==> config.mk <==
export PLATFORM = sky130hd
export DESIGN_NAME = bmpk_out_flat
export DESIGN_NICKNAME = d
export VERILOG_FILES = /design/src/design/bmp_pixel_to_rgba_color_key_defines.svh /design/src/design/bmpk_pkg.sv /design/src/design/bmpk_if.sv /design/src/design/bmpk_out.sv /design/src/flat_wrapper.sv
export SDC_FILE = /design/constraint.sdc
export NUM_CORES = 1
export LEC_CHECK = 0
export BUFFER_PORTS_ARGS = -buffer_cell sky130_fd_sc_hd__buf_2
export CAP_MARGIN = 20
export CORE_ASPECT_RATIO = 1.75
export CORE_MARGIN = 5
export CORE_UTILIZATION = 30
export CTS_CLUSTER_SIZE = 24
export DETAILED_ROUTE_END_ITERATION = 6
export PLACE_DENSITY = 0.54
export SETUP_SLACK_MARGIN = 0.3
export SYNTH_ARGS = -nofsm -noshare
export SYNTH_HDL_FRONTEND = slang
export SYNTH_SLANG_ARGS = --single-unit
==> constraint.sdc <==
create_clock -name clk -period 4 [get_ports clk]
set_input_delay 0.8 -clock clk [delete_from_list [all_inputs] [get_ports clk]]
set_output_delay 0.8 -clock clk [all_outputs]
set_load 0.01 [all_outputs]
==> src/design/bmp_pixel_to_rgba_color_key_defines.svh <==
// Assertion macros shared by the BMP to RGBA converter.
// Expects a clock named clk and an active-low reset named rst_n at the point of use.
`ifndef BMP_PIXEL_TO_RGBA_COLOR_KEY_DEFINES_SVH
`define BMP_PIXEL_TO_RGBA_COLOR_KEY_DEFINES_SVH

// The consequent must hold in the same cycle as the antecedent.
`define BMPK_ASSERT_SAME(label, ante, cons, msg) \
    label: assert property (@(posedge clk) disable iff (!rst_n) (ante) |-> (cons)) \
        else $error(msg);

// The consequent must hold in the cycle after the antecedent.
`define BMPK_ASSERT_NEXT(label, ante, cons, msg) \
    label: assert property (@(posedge clk) disable iff (!rst_n) (ante) |=> (cons)) \
        else $error(msg);

`endif

==> src/design/bmpk_pkg.sv <==
// Types and constants of the BMP pixel to RGBA converter.
// No dependencies; the interfaces, the top level and all submodules but the palette refer to it by scoped names.
package bmpk_pkg;

    localparam int CFG_IDX_W  = 3;
    localparam int CFG_DATA_W = 24;

    localparam logic [CFG_IDX_W-1:0] REG_IMAGE_WIDTH  = 3'd0;
    localparam logic [CFG_IDX_W-1:0] REG_IMAGE_HEIGHT = 3'd1;
    localparam logic [CFG_IDX_W-1:0] REG_DEPTH_MODE   = 3'd2;
    localparam logic [CFG_IDX_W-1:0] REG_KEY_ENABLE   = 3'd3;
    localparam logic [CFG_IDX_W-1:0] REG_KEY_COLOR    = 3'd4;

    localparam logic [1:0] DEPTH_PAL  = 2'd0;
    localparam logic [1:0] DEPTH_BGR  = 2'd1;
    localparam logic [1:0] DEPTH_ABGR = 2'd2;

    localparam logic OP_PALETTE = 1'b0;
    localparam logic OP_PIXEL   = 1'b1;

    localparam logic [7:0] ALPHA_OPAQUE = 8'hFF;
    localparam logic [7:0] ALPHA_CLEAR  = 8'h00;

    localparam int ROW_BYTES_W = 18;

    typedef struct packed {
        logic [15:0] image_width;
        logic [15:0] image_height;
        logic [1:0]  depth_mode;
        logic        key_enable;
        logic [23:0] key_color;
    } cfg_t;

    typedef struct packed {
        logic        is_pal;
        logic        is_32;
        logic [23:0] rgb;
        logic [7:0]  alpha32;
        logic [15:0] x;
        logic [15:0] y;
        logic        last;
    } meta_t;

    typedef struct packed {
        logic s1_valid;
        logic s1_advance;
    } stage_t;

endpackage

==> src/design/bmpk_if.sv <==


interface bmpk_out_if;
    logic        valid;
    logic        ready;
    logic [7:0]  red;
    logic [7:0]  green;
    logic [7:0]  blue;
    logic [7:0]  alpha;
    logic [15:0] pixel_x;
    logic [15:0] pixel_y;
    logic        last_pixel;

    modport source (output valid, red, green, blue, alpha, pixel_x, pixel_y, last_pixel,
                    input ready);
    modport sink (input valid, red, green, blue, alpha, pixel_x, pixel_y, last_pixel,
                  output ready);
endinterface


==> src/design/bmpk_out.sv <==
// Result stage: merges palette read data, applies the colour key and holds the output register.
// Depends on bmpk_pkg for cfg_t, meta_t, stage_t and the alpha constants.
module bmpk_out
(
    input  logic            clk,
    input  logic            rst_n,
    input  bmpk_pkg::cfg_t  cfg,
    input  logic            load,
    input  bmpk_pkg::meta_t meta,
    input  logic [23:0]     pal_data,
    output bmpk_pkg::stage_t status,
    bmpk_out_if.source      rgba
);

    logic            s1_valid_reg;
    bmpk_pkg::meta_t s1_meta_reg;
    logic            out_valid_reg;
    logic [7:0]      red_reg, green_reg, blue_reg, alpha_reg;
    logic [15:0]     x_reg, y_reg;
    logic            last_reg;

    logic        advance;
    logic [23:0] rgb;
    logic [7:0]  alpha;

    always_comb
    begin
        advance = !out_valid_reg || rgba.ready;
        rgb     = s1_meta_reg.is_pal ? pal_data : s1_meta_reg.rgb;
        if (s1_meta_reg.is_32)
        begin
            alpha = s1_meta_reg.alpha32;
        end
        else if (cfg.key_enable && rgb == cfg.key_color)
        begin
            alpha = bmpk_pkg::ALPHA_CLEAR;
        end
        else
        begin
            alpha = bmpk_pkg::ALPHA_OPAQUE;
        end
    end

    always_ff @(posedge clk or negedge rst_n)
    begin
        if (!rst_n)
        begin
            s1_valid_reg  <= 1'b0;
            out_valid_reg <= 1'b0;
        end
        else
        begin
            if (advance)
            begin
                out_valid_reg <= s1_valid_reg;
            end
            if (load)
            begin
                s1_valid_reg <= 1'b1;
            end
            else if (advance)
            begin
                s1_valid_reg <= 1'b0;
            end
        end
    end

    always_ff @(posedge clk)
    begin
        if (load)
        begin
            s1_meta_reg <= meta;
        end
        if (advance && s1_valid_reg)
        begin
            red_reg   <= rgb[23:16];
            green_reg <= rgb[15:8];
            blue_reg  <= rgb[7:0];
            alpha_reg <= alpha;
            x_reg     <= s1_meta_reg.x;
            y_reg     <= s1_meta_reg.y;
            last_reg  <= s1_meta_reg.last;
        end
    end

    assign status.s1_valid   = s1_valid_reg;
    assign status.s1_advance = advance;

    assign rgba.valid      = out_valid_reg;
    assign rgba.red        = red_reg;
    assign rgba.green      = green_reg;
    assign rgba.blue       = blue_reg;
    assign rgba.alpha      = alpha_reg;
    assign rgba.pixel_x    = x_reg;
    assign rgba.pixel_y    = y_reg;
    assign rgba.last_pixel = last_reg;

endmodule

==> src/flat_wrapper.sv <==
// flat-port wrapper written by rule: the top's interface ports become plain ports
module bmpk_out_flat 
  (clk, rst_n, cfg, load, meta, pal_data, status, rgba_valid, rgba_red, rgba_green, rgba_blue, rgba_alpha, rgba_pixel_x, rgba_pixel_y, rgba_last_pixel, rgba_ready);
  bmpk_out_if rgba_i ();
  input  logic clk;
  input  logic rst_n;
  input  bmpk_pkg::cfg_t cfg;
  input  logic load;
  input  bmpk_pkg::meta_t meta;
  input  logic [23:0] pal_data;
  output bmpk_pkg::stage_t status;
  output wire logic [$bits(rgba_i.valid)-1:0] rgba_valid;
  output wire logic [$bits(rgba_i.red)-1:0] rgba_red;
  output wire logic [$bits(rgba_i.green)-1:0] rgba_green;
  output wire logic [$bits(rgba_i.blue)-1:0] rgba_blue;
  output wire logic [$bits(rgba_i.alpha)-1:0] rgba_alpha;
  output wire logic [$bits(rgba_i.pixel_x)-1:0] rgba_pixel_x;
  output wire logic [$bits(rgba_i.pixel_y)-1:0] rgba_pixel_y;
  output wire logic [$bits(rgba_i.last_pixel)-1:0] rgba_last_pixel;
  input wire logic [$bits(rgba_i.ready)-1:0] rgba_ready;
  assign rgba_valid = rgba_i.valid;
  assign rgba_red = rgba_i.red;
  assign rgba_green = rgba_i.green;
  assign rgba_blue = rgba_i.blue;
  assign rgba_alpha = rgba_i.alpha;
  assign rgba_pixel_x = rgba_i.pixel_x;
  assign rgba_pixel_y = rgba_i.pixel_y;
  assign rgba_last_pixel = rgba_i.last_pixel;
  assign rgba_i.ready = rgba_ready;
  bmpk_out u_core (.clk(clk), .rst_n(rst_n), .cfg(cfg), .load(load), .meta(meta), .pal_data(pal_data), .status(status), .rgba(rgba_i));
endmodule
### Yosys cells after proc, flatten, opt, wreduce, memory -nomap -nowiden

Index checks and enable logic that the tools add are counted.

* mux-type cells: 5
* reductions and logical operators: 5
* eq/ne operators: 1

Operator list (count)
* $eq 24x24->1: 1
* $mux 24: 1
* $mux 8: 2
* $logic_and 1x1->1: 2
* $mux 1: 2
* $reduce_bool 2->1: 1
* $logic_not 1->1: 1
* $logic_or 1x1->1: 1

* register bits after elaboration: 134
* word-level logic and storage cells: 27
* output and inout port bits: 68
* input port bits: 154

### Longest topological paths before layout

Gate-level depths: netlist of run 1.

* word-level depth: 5
* mapped depth: 7
* gate-level depth less buffers: 5

### Least setup slack after synthesis of run 1

Ideal clock, no wire load.

* path kind: input to register
* start point: input rgba_ready
* end point: register u_core.alpha_reg[0] (netlist: u_core.rgba.alpha[0]), enable pin
* stages: 2
* data required time: 3.570 ns
* setup time: 0.430 ns
* path slack: 1.075 ns
* data arrival time: 2.495 ns
* buffers on the path: 0
* path through: nand2b_1 and2_1

* cells in the longest elaborated chain, start to end: 2

Ends and longest elaborated chain
* from (decl): line flat_wrapper.sv:20 `input wire logic [$bits(rgba_i.ready)-1:0] rgba_ready;`
* $logic_or 1x1->1: line bmpk_out.sv:28 `advance = !out_valid_reg || rgba.ready;`
* $logic_and 1x1->1: line bmpk_out.sv:74 `if (advance && s1_valid_reg)`
* to (signal assigned): line bmpk_out.sv:79 `alpha_reg <= alpha;`
* to (decl): line bmpk_out.sv:18 `logic [7:0] red_reg, green_reg, blue_reg, alpha_reg;`

Every way passes these cells.
A chain may end at the register's enable or synchronous reset.

### Final worst setup path of run 1

* start point: register u_core.s1_meta_reg[66] in the netlist's numbering
* end point: register u_core.alpha_reg[0] (netlist: u_core.rgba.alpha[0]), data pin

* cells in the longest elaborated chain, start to end: 5

Ends and longest elaborated chain
* from (decl): line bmpk_out.sv:16 `bmpk_pkg::meta_t s1_meta_reg;`
* from (signal assigned): line bmpk_out.sv:72 `s1_meta_reg <= meta;`
* $mux 24: line bmpk_out.sv:29 `rgb = s1_meta_reg.is_pal ? pal_data : s1_meta_reg.rgb;`
* net u_core.rgb[14]: line bmpk_out.sv:23 `logic [23:0] rgb;`
* $eq 24x24->1: line bmpk_out.sv:34 `else if (cfg.key_enable && rgb == cfg.key_color)`
* $logic_and 1x1->1: line bmpk_out.sv:34
* $mux 8: line bmpk_out.sv:34
* $mux 8: line bmpk_out.sv:30 `if (s1_meta_reg.is_32)`
* net u_core.alpha[0]: line bmpk_out.sv:24 `logic [7:0] alpha;`

The timed path passes the listed nets, and every way through them passes these cells.

==> tab_implementation.tex, run 1 <==
\begin{tabular}{lr}
\hline
Metric & Value \\
\hline
\multicolumn{2}{l}{\textbf{Detailed routing}} \\
Residual DRC & 0 \\
Vias per inst & 4.23 \\
DRT iter0 DRCs & 69 \\
Wirelength per Cell & 16.4 µm \\
Total number of vias & 2641 \\
Routed Antenna Nets & 0 \\
Aggregate routed wire length & 10300 µm \\
First-pass iteration count of the detailed router & 4 \\
\multicolumn{2}{l}{\textbf{Worst setup path}} \\
Required time of the worst setup path & 4.13 ns \\
Critical path endpoint category & register \\
Worst-path cell chain & buf\_4 > mux2\_2 > xnor2\_1 > nand4\_1 > nor3\_2 > a21oi\_1 \\
CP Data Arrival Time & 2.90 ns \\
Crit start category & register \\
Slowest stage cell on the critical path & sky130\_fd\_sc\_hd\_\_edfxtp\_1 \\
Crit Path Class & reg2reg \\
CP top delay family & flip-flops \\
CP max FO & 14 \\
Maximum single-stage delay on the critical path & 0.87 ns \\
Total buffers and inverters traversed by the critical path & 1 \\
\multicolumn{2}{l}{\textbf{Global routing}} \\
All-layer global routing usage & 11.2\% \\
First-pass GRT wire length & 15700 µm \\
Vias in the first global route & 2981 \\
Initial antenna violation count & 4 \\
Maximum number of pins on one net before global-route repair & 69 \\
Grt ovf & 0 \\
\multicolumn{2}{l}{\textbf{Logic synthesis}} \\
Count of flip-flops with a built-in enable after synthesis & 132 \\
Post-synthesis sequential area ratio & 83.2\% \\
Nets in the synthesized netlist & 374 \\
Post-synthesis sequential element count & 134 \\
Fraction of post-synthesis cell area in the top cell type by area & 82.1\% \\
Number of cells produced by synthesis & 220 \\
Synth async-reset ratio & 1.49\% \\
Average footprint of a synthesized cell & 21.9 µm² \\
Yosys Warn Count & 0 \\
Dominant cell type by area after synthesis & sky130\_fd\_sc\_hd\_\_edfxtp\_1 \\
Top FF cell, synth & sky130\_fd\_sc\_hd\_\_edfxtp\_1 \\
Library cells used by synthesis & 23 \\
Top post-synthesis cells by count & sky130\_fd\_sc\_hd\_\_edfxtp\_1, sky130\_fd\_sc\_hd\_\_xnor2\_1, sky130\_fd\_sc\_hd\_\_mux2\_2 \\
Total standard cell area after synthesis & 4830 µm² \\
Most frequent cell after synthesis & sky130\_fd\_sc\_hd\_\_edfxtp\_1 \\
Leading cell types by total area after synthesis & sky130\_fd\_sc\_hd\_\_edfxtp\_1, sky130\_fd\_sc\_hd\_\_mux2\_2, sky130\_fd\_sc\_hd\_\_xnor2\_1 \\
\multicolumn{2}{l}{\textbf{CTS}} \\
CTS tree & built \\
Clock buffer count from CTS & 17 \\
Source-to-sink clock delay at the later pin of the worst-skew pair & 0.40 ns \\
Largest buffer count on any clock path & 2 \\
Hold buffers post-CTS & 0 \\
Master cell of the clock root buffer & sky130\_fd\_sc\_hd\_\_clkbuf\_16 \\
Post-CTS setup buffer count & 0 \\
Sinks on Clock Net & 134 \\
Number of H-tree levels & 4 \\
Number of instances resized during post-cts repair & 0 \\
Clock edge transition at the registers on the reported setup and hold paths & 0.06 ns \\
\multicolumn{2}{l}{\textbf{Die}} \\
DIE AREA & 18800 µm² \\
Overall die height & 178 µm \\
Core Area & 15900 µm² \\
Ports & 222 \\
Initial Utilization & 30.4\% \\
Standard-cell row count & 61 \\
Die outline width & 106 µm \\
\multicolumn{2}{l}{\textbf{Timing}} \\
Post-Route Hold Slack & 0.172 ns \\
Sum of negative setup slack & 0 ns \\
Unrepaired setup endpoints after global routing & false \\
Tightest slew margin relative to the limit & 40.8\% \\
Max-slew violation count & 0 \\
Number of hold-slack violations in the final timing report & 0 \\
Period utilization & 69.2\% \\
Setup Skew & 0.00990 ns \\
Transition at the pin with the smallest max-transition slack & 0.887 ns \\
Final number of setup-violating endpoints & 0 \\
Smallest setup slack after layout & 1.23 ns \\
Achievable frequency & 0.361 GHz \\
Minimum clock period & 2.77 ns \\
\multicolumn{2}{l}{\textbf{Pwr}} \\
Total power per unit cell area & 539 nW/µm² \\
Maximum resistive drop on vdd & 0.267 mV \\
Static leakage & 2.59 nW \\
\multicolumn{2}{l}{\textbf{Placed design}} \\
Total half-perimeter wirelength after legalization and detailed placement & 7540 µm \\
RD Place Congestion & 0.712 \\
Worst Setup Slack post-DPL & 1.17 ns \\
IO Port Bufs & 187 \\
Dpl cell area & 5950 µm² \\
\multicolumn{2}{l}{\textbf{Cells and area}} \\
Max FFs per register & 67 \\
Relative area change from synthesis to final layout & 35.4\% \\
Total area of sequential cells & 4010 µm² \\
Number of nets at the end of the flow & 576 \\
Area used by multi-input combinational logic & 749 µm² \\
Final design instance area without fill & 6540 µm² \\
Fill cells & 1494 \\
Layout cell share with drive strength beyond 1 & 57.9\% \\
\multicolumn{2}{l}{\textbf{Outcome}} \\
Status & completed \\
\multicolumn{2}{l}{\textbf{Worst hold path}} \\
Hold Path Class & in2async \\
\multicolumn{2}{l}{\textbf{Job}} \\
Number of maximum-capacitance violations & 0 \\
\hline
\end{tabular}
==> layer usage <==
metal	GRT usage [%]	part of all wire, %
met1	10.3	32
met2	20.4	56
met3	5.02	9.0
met4	5.94	2.6
met5	0	0.53
==> layout by cell type (no fill, tap or decap), drive strengths merged <==
| master | instances |
|---|---|
| buf | 188 |
| nor4 | 1 |
| edfxtp | 132 |
| diode | 1 |
| nor3 | 1 |
| xnor2 | 23 |
| nand3 | 1 |
| inv | 6 |
| nand3b | 1 |
| clkinv | 5 |
| dfrtp | 2 |
| nor2 | 1 |
| bufinv | 2 |
| nand4 | 5 |
| nor2b | 9 |
| nand2 | 2 |
| o21bai | 1 |
| mux2 | 24 |
| clkbuf | 18 |
| clkinvlp | 3 |
| a21oi | 8 |
| nand2b | 1 |
| and2 | 1 |
==> logic make-up (layout without fill, tap and decap cells) <==
kind of cell / Yosys count / in the layout / share of synthesized area, %
flip-flops: 134 / 134 / 83.2
multiplexers: 24 / 24 / 6.22
XOR/XNOR: 23 / 23 / 4.80
AND/OR/NAND/NOR: 23 / 23 / 3.47
AO/OA/AOI/OAI: 9 / 9 / 0.985
buffers and inverters: 7 / 222 / 1.35
other: 0 / 1 / 0
==> path summary, 6_finish.rpt <==
kind | startpoint | to | slack, ns | depth (start not counted)
max in group asynchronous | rst_n | u_core.rgba.valid | 3.73 | 1
hold reg to reg | u_core.s1_meta_reg[7] | u_core.rgba.pixel_y[6] | 0.42 | 0
hold / removal | rst_n | u_core.s1_valid_reg | 0.17 | 1
setup reg to reg | u_core.s1_meta_reg[66] | u_core.rgba.alpha[0] | 1.23 | 6
min in group clk | u_core.s1_meta_reg[7] | u_core.rgba.pixel_y[6] | 0.42 | 0
setup / recovery | u_core.s1_meta_reg[66] | u_core.rgba.alpha[0] | 1.23 | 6
==> power breakdown <==
part / switching [mW] / internal, mW / leakage (nW)
combinational: 0.152 / 0.143 / 1.02
sequential: 0.0335 / 1.68 / 1.29
clock: 0.588 / 0.923 / 0.277
==> layout make-up <==
type	instances	area share (%)
tap	189	3.62
clock inverter	14	2.30
clock buffer	18	6.57
antenna	1	0.0383
inverter	2	0.115
timing repair buffer	188	14.5
multi-input combinational	79	11.5
sequential	134	61.4
==> through the flow <==
stage | power (mW) | cells | utilization [%]
5_1_grt | 3.69 | 625 | 41.2
3_3_place_gp | 2.04 | 592 | 37.5
4_1_cts | 3.58 | 624 | 41.1
2_1_floorplan | 1.90 | 220 | -
3_5_place_dp | 2.05 | 592 | 37.5
6_report | 3.52 | 625 | 41.2
Power figures use the tool's default switching activity.
==> run 2: changes to the inputs <==
--- a/config.mk
+++ b/config.mk
@@ -5,6 +5,7 @@
 export SDC_FILE = /design/constraint.sdc
 export NUM_CORES = 1
 export LEC_CHECK = 0
+export ABC_AREA = 1
 export BUFFER_PORTS_ARGS = -buffer_cell sky130_fd_sc_hd__buf_2
 export CAP_MARGIN = 20
 export CORE_ASPECT_RATIO = 1.75
==> constraint.sdc (replaced) <==
create_clock -name clk -period 2.7 [get_ports clk]
set_input_delay 0.54 -clock clk [delete_from_list [all_inputs] [get_ports clk]]
set_output_delay 0.54 -clock clk [all_outputs]
set_load 0.01 [all_outputs]
==> run 2 against run 1 <==
First-iteration DRC count is 110% higher; cell area is 4.7% higher; sequential share of layout area is 2.8 points lower; synthesized cell count is 63% higher; critical path type unchanged.
==> tab_implementation.tex, run 2 <==
\begin{tabular}{lr}
\hline
Metric & Value \\
\hline
\multicolumn{2}{l}{\textbf{Timing}} \\
Setup Skew & 0.00905 ns (was 0.00990 ns) \\
Minimum clock period & 2.00 ns (was 2.77 ns) \\
Max-slew violation count & 0 (unchanged) \\
Tightest slew margin relative to the limit & 64.2\% (was 40.8\%) \\
Final number of setup-violating endpoints & 0 (unchanged) \\
Sum of negative setup slack & 0 ns (unchanged) \\
Achievable frequency & 0.499 GHz (was 0.361 GHz) \\
Period utilization & 74.2\% (was 69.2\%) \\
Unrepaired setup endpoints after global routing & false (unchanged) \\
Number of hold-slack violations in the final timing report & 0 (unchanged) \\
Transition at the pin with the smallest max-transition slack & 0.537 ns (was 0.887 ns) \\
Post-Route Hold Slack & 0.305 ns (was 0.172 ns) \\
\multicolumn{2}{l}{\textbf{Logic synthesis}} \\
Fraction of post-synthesis cell area in the top cell type by area & 79.0\% (was 82.1\%) \\
Leading cell types by total area after synthesis & sky130\_fd\_sc\_hd\_\_edfxtp\_1, sky130\_fd\_sc\_hd\_\_nand2\_1, sky130\_fd\_sc\_hd\_\_nand2\_2 (was sky130\_fd\_sc\_hd\_\_edfxtp\_1, sky130\_fd\_sc\_hd\_\_mux2\_2, sky130\_fd\_sc\_hd\_\_xnor2\_1) \\
Top FF cell, synth & sky130\_fd\_sc\_hd\_\_edfxtp\_1 (unchanged) \\
Dominant cell type by area after synthesis & sky130\_fd\_sc\_hd\_\_edfxtp\_1 (unchanged) \\
Top post-synthesis cells by count & sky130\_fd\_sc\_hd\_\_edfxtp\_1, sky130\_fd\_sc\_hd\_\_nand2\_1, sky130\_fd\_sc\_hd\_\_inv\_1 (was sky130\_fd\_sc\_hd\_\_edfxtp\_1, sky130\_fd\_sc\_hd\_\_xnor2\_1, sky130\_fd\_sc\_hd\_\_mux2\_2) \\
Post-synthesis sequential area ratio & 80.0\% (was 83.2\%) \\
Total standard cell area after synthesis & 5010 µm² (was 4830 µm²) \\
Library cells used by synthesis & 19 (was 23) \\
Most frequent cell after synthesis & sky130\_fd\_sc\_hd\_\_edfxtp\_1 (unchanged) \\
Post-synthesis sequential element count & 134 (unchanged) \\
Synth async-reset ratio & 1.49\% (unchanged) \\
Average footprint of a synthesized cell & 14.0 µm² (was 21.9 µm²) \\
Nets in the synthesized netlist & 512 (was 374) \\
Number of cells produced by synthesis & 358 (was 220) \\
Yosys Warn Count & 0 (unchanged) \\
Count of flip-flops with a built-in enable after synthesis & 132 (unchanged) \\
\multicolumn{2}{l}{\textbf{Cells and area}} \\
Relative area change from synthesis to final layout & 36.5\% (was 35.4\%) \\
Total area of sequential cells & 4010 µm² (unchanged) \\
Post-layout util & 41.6\% (was 41.2\%) \\
Fill cells & 1610 (was 1494) \\
Leading cell type in the layout, fill and taps excluded & sky130\_fd\_sc\_hd\_\_buf\_2 (unchanged) \\
Final design instance area without fill & 6840 µm² (was 6540 µm²) \\
Max FFs per register & 67 (unchanged) \\
Layout cell share with drive strength beyond 1 & 43.0\% (was 57.9\%) \\
Commonest cells after routing, fill and taps aside & sky130\_fd\_sc\_hd\_\_buf\_2, sky130\_fd\_sc\_hd\_\_edfxtp\_1, sky130\_fd\_sc\_hd\_\_nand2\_1 (was sky130\_fd\_sc\_hd\_\_buf\_2, sky130\_fd\_sc\_hd\_\_edfxtp\_1, sky130\_fd\_sc\_hd\_\_xnor2\_1) \\
Number of nets at the end of the flow & 715 (was 576) \\
Area used by multi-input combinational logic & 812 µm² (was 749 µm²) \\
\multicolumn{2}{l}{\textbf{Detailed routing}} \\
Total number of vias & 3293 (was 2641) \\
Wirelength per Cell & 15.2 µm (was 16.4 µm) \\
Vias per inst & 4.12 (was 4.23) \\
First-pass iteration count of the detailed router & 4 (unchanged) \\
DRT iter0 DRCs & 147 (was 69) \\
Aggregate routed wire length & 12200 µm (was 10300 µm) \\
Residual DRC & 0 (unchanged) \\
Routed Antenna Nets & 0 (unchanged) \\
\multicolumn{2}{l}{\textbf{Outcome}} \\
Status & completed (unchanged) \\
\multicolumn{2}{l}{\textbf{Placed design}} \\
RD Place Congestion & 0.783 (was 0.712) \\
Total half-perimeter wirelength after legalization and detailed placement & 8930 µm (was 7540 µm) \\
Dpl cell area & 6220 µm² (was 5950 µm²) \\
IO Port Bufs & 187 (unchanged) \\
\multicolumn{2}{l}{\textbf{Die}} \\
Standard-cell row count & 62 (was 61) \\
Initial Utilization & 30.5\% (was 30.4\%) \\
Die outline width & 108 µm (was 106 µm) \\
Core Area & 16400 µm² (was 15900 µm²) \\
DIE AREA & 19500 µm² (was 18800 µm²) \\
Ports & 222 (unchanged) \\
Overall die height & 181 µm (was 178 µm) \\
\multicolumn{2}{l}{\textbf{Pwr}} \\
Static leakage & 3.01 nW (was 2.59 nW) \\
Total power per unit cell area & 782 nW/µm² (was 539 nW/µm²) \\
Maximum resistive drop on vdd & 0.504 mV (was 0.267 mV) \\
\multicolumn{2}{l}{\textbf{Worst setup path}} \\
Critical path endpoint category & register (unchanged) \\
Setup slack, reg-to-reg & 0.70 ns (was 1.23 ns) \\
Capture point of the critical path & u\_core.rgba.alpha[7] (was u\_core.rgba.alpha[0]) \\
Required time of the worst setup path & 2.85 ns (was 4.13 ns) \\
End of the worst register-to-register path & u\_core.rgba.alpha[7] (was u\_core.rgba.alpha[0]) \\
CP Data Arrival Time & 2.15 ns (was 2.90 ns) \\
Crit Path Class & reg2reg (unchanged) \\
Crit start category & register (unchanged) \\
Critical R2R Launch & u\_core.s1\_meta\_reg[66] (unchanged) \\
Start point of the critical path & u\_core.s1\_meta\_reg[66] (unchanged) \\
CP max FO & 26 (was 14) \\
Worst reg2reg path depth & 10 (was 6) \\
\multicolumn{2}{l}{\textbf{Worst hold path}} \\
Hold path startpoint & meta[56] \\
Hold Path Class & in2reg (was in2async) \\
\multicolumn{2}{l}{\textbf{CTS}} \\
Largest buffer count on any clock path & 2 (unchanged) \\
CTS tree & built (unchanged) \\
Master cell of the clock root buffer & sky130\_fd\_sc\_hd\_\_clkbuf\_16 (unchanged) \\
Clock edge transition at the registers on the reported setup and hold paths & 0.06 ns (about the same) \\
Clock buffer count from CTS & 17 (unchanged) \\
Number of H-tree levels & 4 (unchanged) \\
Source-to-sink clock delay at the later pin of the worst-skew pair & 0.41 ns (was 0.40 ns) \\
Sinks on Clock Net & 134 (unchanged) \\
Post-CTS setup buffer count & 0 (unchanged) \\
\multicolumn{2}{l}{\textbf{Job}} \\
Number of maximum-capacitance violations & 0 (unchanged) \\
\multicolumn{2}{l}{\textbf{Global routing}} \\
Initial antenna violation count & 3 (was 4) \\
Vias in the first global route & 3573 (was 2981) \\
All-layer global routing usage & 12.7\% (was 11.2\%) \\
First-pass GRT wire length & 18600 µm (was 15700 µm) \\
Grt ovf & 0 (unchanged) \\
Maximum number of pins on one net before global-route repair & 66 (was 69) \\
\hline
\end{tabular}
## run 2: cell count changes in the layout (fill, tap and decap cells not counted), moves of 6 or more
cell	before	now
sky130_fd_sc_hd__xnor2_1	19	0
sky130_fd_sc_hd__inv_1	2	31
sky130_fd_sc_hd__mux2_2	16	0
sky130_fd_sc_hd__nand2_2	0	20
sky130_fd_sc_hd__nor2b_1	9	0
sky130_fd_sc_hd__nand2_1	2	114
sky130_fd_sc_hd__mux2_4	8	0
sky130_fd_sc_hd__nand3_1	1	21
sky130_fd_sc_hd__a21oi_1	8	2
sky130_fd_sc_hd__nor2_1	1	15
## run 2: cell type report
| type | count | share of cell area, % |
|---|---|---|
| repair buffers | 192 | 14.7 |
| flip-flops and latches | 134 | 58.7 |
| clock buffers | 21 | 7.02 |
| diodes | 2 | 0.0731 |
| well taps | 224 | 4.10 |
| multi-input cells | 184 | 11.9 |
| inverters | 32 | 1.83 |
| clock inverters | 11 | 1.79 |
## run 2: worst min path at each step
| stage | to | slack [ns] | depth (start not counted) |
|---|---|---|---|
| after global placement | u_core.rgba.valid | 0.32 | 1 |
| after floorplan | u_core.rgba.valid | 0.24 | 0 |
| final | u_core.s1_meta_reg[56] | 0.31 | 1 |
| after CTS | u_core.s1_meta_reg[17] | 0.28 | 1 |
| after detailed placement | u_core.rgba.valid | 0.33 | 1 |
| after global routing | u_core.s1_meta_reg[25] | 0.28 | 1 |
## run 2: what timing repair did
| item | 4_1_cts | 5_1_grt |
|---|---|---|
| resized for setup | 0 | 0 |
| hold endpoints to repair | 2 | 0 |
| hold buffers | 1 | 0 |
## run 2: cells by family after synthesis
| kind of cell | after synthesis | synth area share, % |
|---|---|---|
| simple gates | 176 | 15.2 |
| flops | 134 | 80.0 |
| buf+inv | 40 | 3.92 |
| compound gates | 8 | 0.848 |
## run 2: routing by layer
metal | vias to the layer above | share of wire, % | global-route usage (%)
met5 | - | 0.11 | 0
met4 | 2 | 1.3 | 5.11
met3 | 10 | 7.1 | 4.39
met2 | 126 | 57 | 23.9
met1 | 1528 | 35 | 12.4
li1 | 1627 | - | -
## run 2: per-stage QoR
| step | worst slack (ns) | cells | total power [mW] |
|---|---|---|---|
| 2_1_floorplan | 0.731 | 358 | 2.82 |
| 4_1_cts | 0.597 | 798 | 5.43 |
| 3_3_place_gp | 0.649 | 765 | 3.07 |
| 5_1_grt | 0.483 | 800 | 5.58 |
| 3_5_place_dp | 0.619 | 765 | 3.09 |
| 6_report | 0.697 | 800 | 5.35 |
## run 2: critical path, cell delays in order (launching register included)
cell and delay (ns):
sky130_fd_sc_hd__edfxtp_1 0.46, sky130_fd_sc_hd__inv_6 0.27, sky130_fd_sc_hd__nand2_1 0.12, sky130_fd_sc_hd__nand2_2 0.10
sky130_fd_sc_hd__o21ai_1 0.06, sky130_fd_sc_hd__nor2_1 0.11, sky130_fd_sc_hd__nand2_1 0.07, sky130_fd_sc_hd__nor2_1 0.18
sky130_fd_sc_hd__nand3_1 0.15, sky130_fd_sc_hd__nand2_2 0.16, sky130_fd_sc_hd__nand2_1 0.09
## run 2: where the power goes
group | internal, mW | switching, mW | total, mW
logic | 0.190 | 0.292 | 0.483
clock network | 1.46 | 0.860 | 2.32
registers | 2.50 | 0.0502 | 2.55
==> run 3: changes to the inputs <==
==> constraint.sdc (replaced) <==
create_clock -name clk -period 1.9 [get_ports clk]
set_input_delay 0.38 -clock clk [delete_from_list [all_inputs] [get_ports clk]]
set_output_delay 0.38 -clock clk [all_outputs]
set_load 0.01 [all_outputs]
==> run 3 against run 2 <==
Clock-buffer cell count rose by 1; global-route usage rose by 0.14 points; combinational power up 59%; total power increased by 45%; highest routed layer unchanged.
==> tab_implementation.tex, run 3 (synthesis results as in run 2) <==
\begin{tabular}{lr}
\hline
Metric & Value \\
\hline
\multicolumn{2}{l}{\textbf{Detailed routing}} \\
DRT iter0 DRCs & 96 (was 147) \\
Vias per inst & 4.13 (was 4.12) \\
Residual DRC & 0 (unchanged) \\
Total number of vias & 3366 (was 3293) \\
Aggregate routed wire length & 12200 µm (about the same) \\
First-pass iteration count of the detailed router & 4 (unchanged) \\
Wirelength per Cell & 14.9 µm (was 15.2 µm) \\
Routed Antenna Nets & 0 (unchanged) \\
\multicolumn{2}{l}{\textbf{CTS}} \\
Clock buffer count from CTS & 17 (unchanged) \\
Master cell of the clock root buffer & sky130\_fd\_sc\_hd\_\_clkbuf\_16 (unchanged) \\
Source-to-sink clock delay at the later pin of the worst-skew pair & 0.40 ns (was 0.41 ns) \\
Largest buffer count on any clock path & 2 (unchanged) \\
Number of H-tree levels & 4 (unchanged) \\
Sinks on Clock Net & 134 (unchanged) \\
CTS tree & built (unchanged) \\
Clock edge transition at the registers on the reported setup and hold paths & 0.06 ns (about the same) \\
\multicolumn{2}{l}{\textbf{Cells and area}} \\
Final design instance area without fill & 7080 µm² (was 6840 µm²) \\
Layout cell share with drive strength beyond 1 & 47.8\% (was 43.0\%) \\
Max FFs per register & 67 (unchanged) \\
Commonest cells after routing, fill and taps aside & sky130\_fd\_sc\_hd\_\_buf\_2, sky130\_fd\_sc\_hd\_\_edfxtp\_1, sky130\_fd\_sc\_hd\_\_nand2\_1 (unchanged) \\
Relative area change from synthesis to final layout & 41.2\% (was 36.5\%) \\
Post-layout util & 43.1\% (was 41.6\%) \\
Final standard cell count with taps included and fillers excluded & 816 (was 800) \\
Leading cell type in the layout, fill and taps excluded & sky130\_fd\_sc\_hd\_\_buf\_2 (unchanged) \\
Number of nets at the end of the flow & 731 (was 715) \\
\multicolumn{2}{l}{\textbf{Worst setup path}} \\
CP Data Arrival Time & 1.98 ns (was 2.15 ns) \\
Crit Path Class & reg2reg (unchanged) \\
Setup slack, reg-to-reg & 0.07 ns (was 0.70 ns) \\
Critical R2R Launch & u\_core.s1\_meta\_reg[66] (unchanged) \\
Cell mode on critical path & sky130\_fd\_sc\_hd\_\_nand2\_1 (unchanged) \\
CP top delay family & simple AND/OR/NAND/NOR gates (unchanged) \\
Worst reg2reg path depth & 12 (was 10) \\
Critical path endpoint category & register (unchanged) \\
Maximum single-stage delay on the critical path & 0.37 ns (was 0.46 ns) \\
Required time of the worst setup path & 2.05 ns (was 2.85 ns) \\
Worst-path cell chain & buf\_6 > buf\_12 > nand2\_2 > nand2\_2 > nand2\_1 > nand2\_1 > nor2\_1 > nand2\_1 > nor2\_1 > nand3\_2 > nand2\_4 > nand2\_1 (was inv\_6 > nand2\_1 > nand2\_2 > o21ai\_1 > nor2\_1 > nand2\_1 > nor2\_1 > nand3\_1 > nand2\_2 > nand2\_1) \\
Slowest stage cell on the critical path & sky130\_fd\_sc\_hd\_\_edfxtp\_1 (unchanged) \\
Crit start category & register (unchanged) \\
CP max FO & 13 (was 26) \\
Total buffers and inverters traversed by the critical path & 2 (was 1) \\
End of the worst register-to-register path & u\_core.rgba.alpha[3] (was u\_core.rgba.alpha[7]) \\
\multicolumn{2}{l}{\textbf{Timing}} \\
Setup Skew & 0.0103 ns (was 0.00905 ns) \\
Tightest slew margin relative to the limit & 73.3\% (was 64.2\%) \\
Minimum clock period & 1.83 ns (was 2.00 ns) \\
Max-slew violation count & 0 (unchanged) \\
Number of hold-slack violations in the final timing report & 0 (unchanged) \\
Achievable frequency & 0.546 GHz (was 0.499 GHz) \\
Transition at the pin with the smallest max-transition slack & 0.400 ns (was 0.537 ns) \\
Post-Route Hold Slack & 0.149 ns (was 0.305 ns) \\
Period utilization & 96.4\% (was 74.2\%) \\
Unrepaired setup endpoints after global routing & true (was false) \\
Final number of setup-violating endpoints & 0 (unchanged) \\
\multicolumn{2}{l}{\textbf{Worst hold path}} \\
Hold Path End & u\_core.s1\_meta\_reg[63] (was u\_core.s1\_meta\_reg[56]) \\
Cell depth of the worst min-delay path & 1 (unchanged) \\
Hold path startpoint & meta[63] (was meta[56]) \\
Hold Path Class & in2reg (unchanged) \\
\multicolumn{2}{l}{\textbf{Global routing}} \\
Initial antenna violation count & 3 (unchanged) \\
First-pass GRT wire length & 19000 µm (was 18600 µm) \\
Maximum number of pins on one net before global-route repair & 69 (was 66) \\
M1 GR Usage & 13.0\% (was 12.4\%) \\
Routing layer with the top usage in global route & met2 (unchanged) \\
Grt ovf & 0 (unchanged) \\
Vias in the first global route & 3628 (was 3573) \\
All-layer global routing usage & 12.9\% (was 12.7\%) \\
Global routing usage on met2 & 23.9\% (about the same) \\
Grt met3 use & 3.86\% (was 4.39\%) \\
\multicolumn{2}{l}{\textbf{Outcome}} \\
Status & completed (unchanged) \\
\multicolumn{2}{l}{\textbf{Die}} \\
Ports & 222 (unchanged) \\
Initial Utilization & 30.5\% (unchanged) \\
Overall die height & 181 µm (unchanged) \\
Core Area & 16400 µm² (unchanged) \\
Die outline width & 108 µm (unchanged) \\
Standard-cell row count & 62 (unchanged) \\
DIE AREA & 19500 µm² (unchanged) \\
\multicolumn{2}{l}{\textbf{Pwr}} \\
Maximum resistive drop on vdd & 0.655 mV (was 0.504 mV) \\
Final Total Pwr & 7.78 mW (was 5.35 mW) \\
Static leakage & 3.12 nW (was 3.01 nW) \\
Total power per unit cell area & 1100 nW/µm² (was 782 nW/µm²) \\
\multicolumn{2}{l}{\textbf{Placed design}} \\
IO Port Bufs & 187 (unchanged) \\
Dpl cell area & 6390 µm² (was 6220 µm²) \\
Total half-perimeter wirelength after legalization and detailed placement & 8870 µm (was 8930 µm) \\
Cell total after placement & 780 (was 765) \\
RD Place Congestion & 0.808 (was 0.783) \\
\multicolumn{2}{l}{\textbf{Job}} \\
Number of maximum-capacitance violations & 0 (unchanged) \\
\hline
\end{tabular}
run 3: changes by cell type in the layout (fill, tap and decap cells not counted), sizes merged:
cell,previous run,this run
buf,191,207
clkbuf,21,22
bufinv,2,3
inv,33,34
clkinv,4,2
clkinvlp,4,3
run 3: cell type report:
cell class	count	area, µm²
Fill cell	1607	9360
Sequential cell	134	4010
Timing Repair Buffer	208	1150
Multi-Input combinational cell	184	880
Clock buffer	22	474
Tap cell	224	280
Clock inverter	10	144
Inverter	32	136
Antenna cell	2	5.00
run 3: timing repair:
item,CTS,global route
pin swaps,4,4
gates resized for setup,11,7
setup endpoints to repair,8,9
setup buffers,0,1
hold buffers,1,0
endpoints found under the hold margin,2,0
run 3: how the worst max path moves through the flow:
stage | startpoint | end | slack, ns | cells past startpoint
6_report | u_core.s1_meta_reg[66] | u_core.rgba.alpha[3] | 0.07 | 12
2_1_floorplan | u_core.rgba.valid | u_core.rgba.alpha[0] | 0.02 | 3
3_5_place_dp | u_core.s1_meta_reg[66] | u_core.rgba.alpha[1] | -0.14 | 11
5_1_grt | u_core.s1_meta_reg[66] | u_core.rgba.alpha[7] | -0.08 | 12
3_3_place_gp | u_core.s1_meta_reg[66] | u_core.rgba.alpha[5] | -0.11 | 11
4_1_cts | u_core.s1_meta_reg[66] | u_core.rgba.alpha[3] | 0.02 | 12
run 3: metrics by stage:
stage | setup TNS (ns) | setup slack [ns]
global placement | -0.867 | -0.112
CTS | 0 | 0.0179
floorplan | 0 | 0.0200
global route | -0.586 | -0.0834
detailed placement | -1.06 | -0.143
finish | 0 | 0.0691
run 3: report_power, final:
part | leakage [nW] | switching (mW) | internal [mW] | total (mW)
Sequential | 1.30 | 0.0696 | 3.55 | 3.62
Combinational | 1.53 | 0.443 | 0.326 | 0.769
Clock | 0.293 | 1.21 | 2.18 | 3.39
run 3: layer usage:
| metal | share of wire (%) | up-vias | wire [µm] |
|---|---|---|---|
| met5 | 0.090 | - | 11 |
| met4 | 2.4 | 2 | 293 |
| met3 | 6.7 | 18 | 812 |
| met2 | 56 | 111 | 6890 |
| met1 | 34 | 1572 | 4190 |
| li1 | - | 1663 | - |
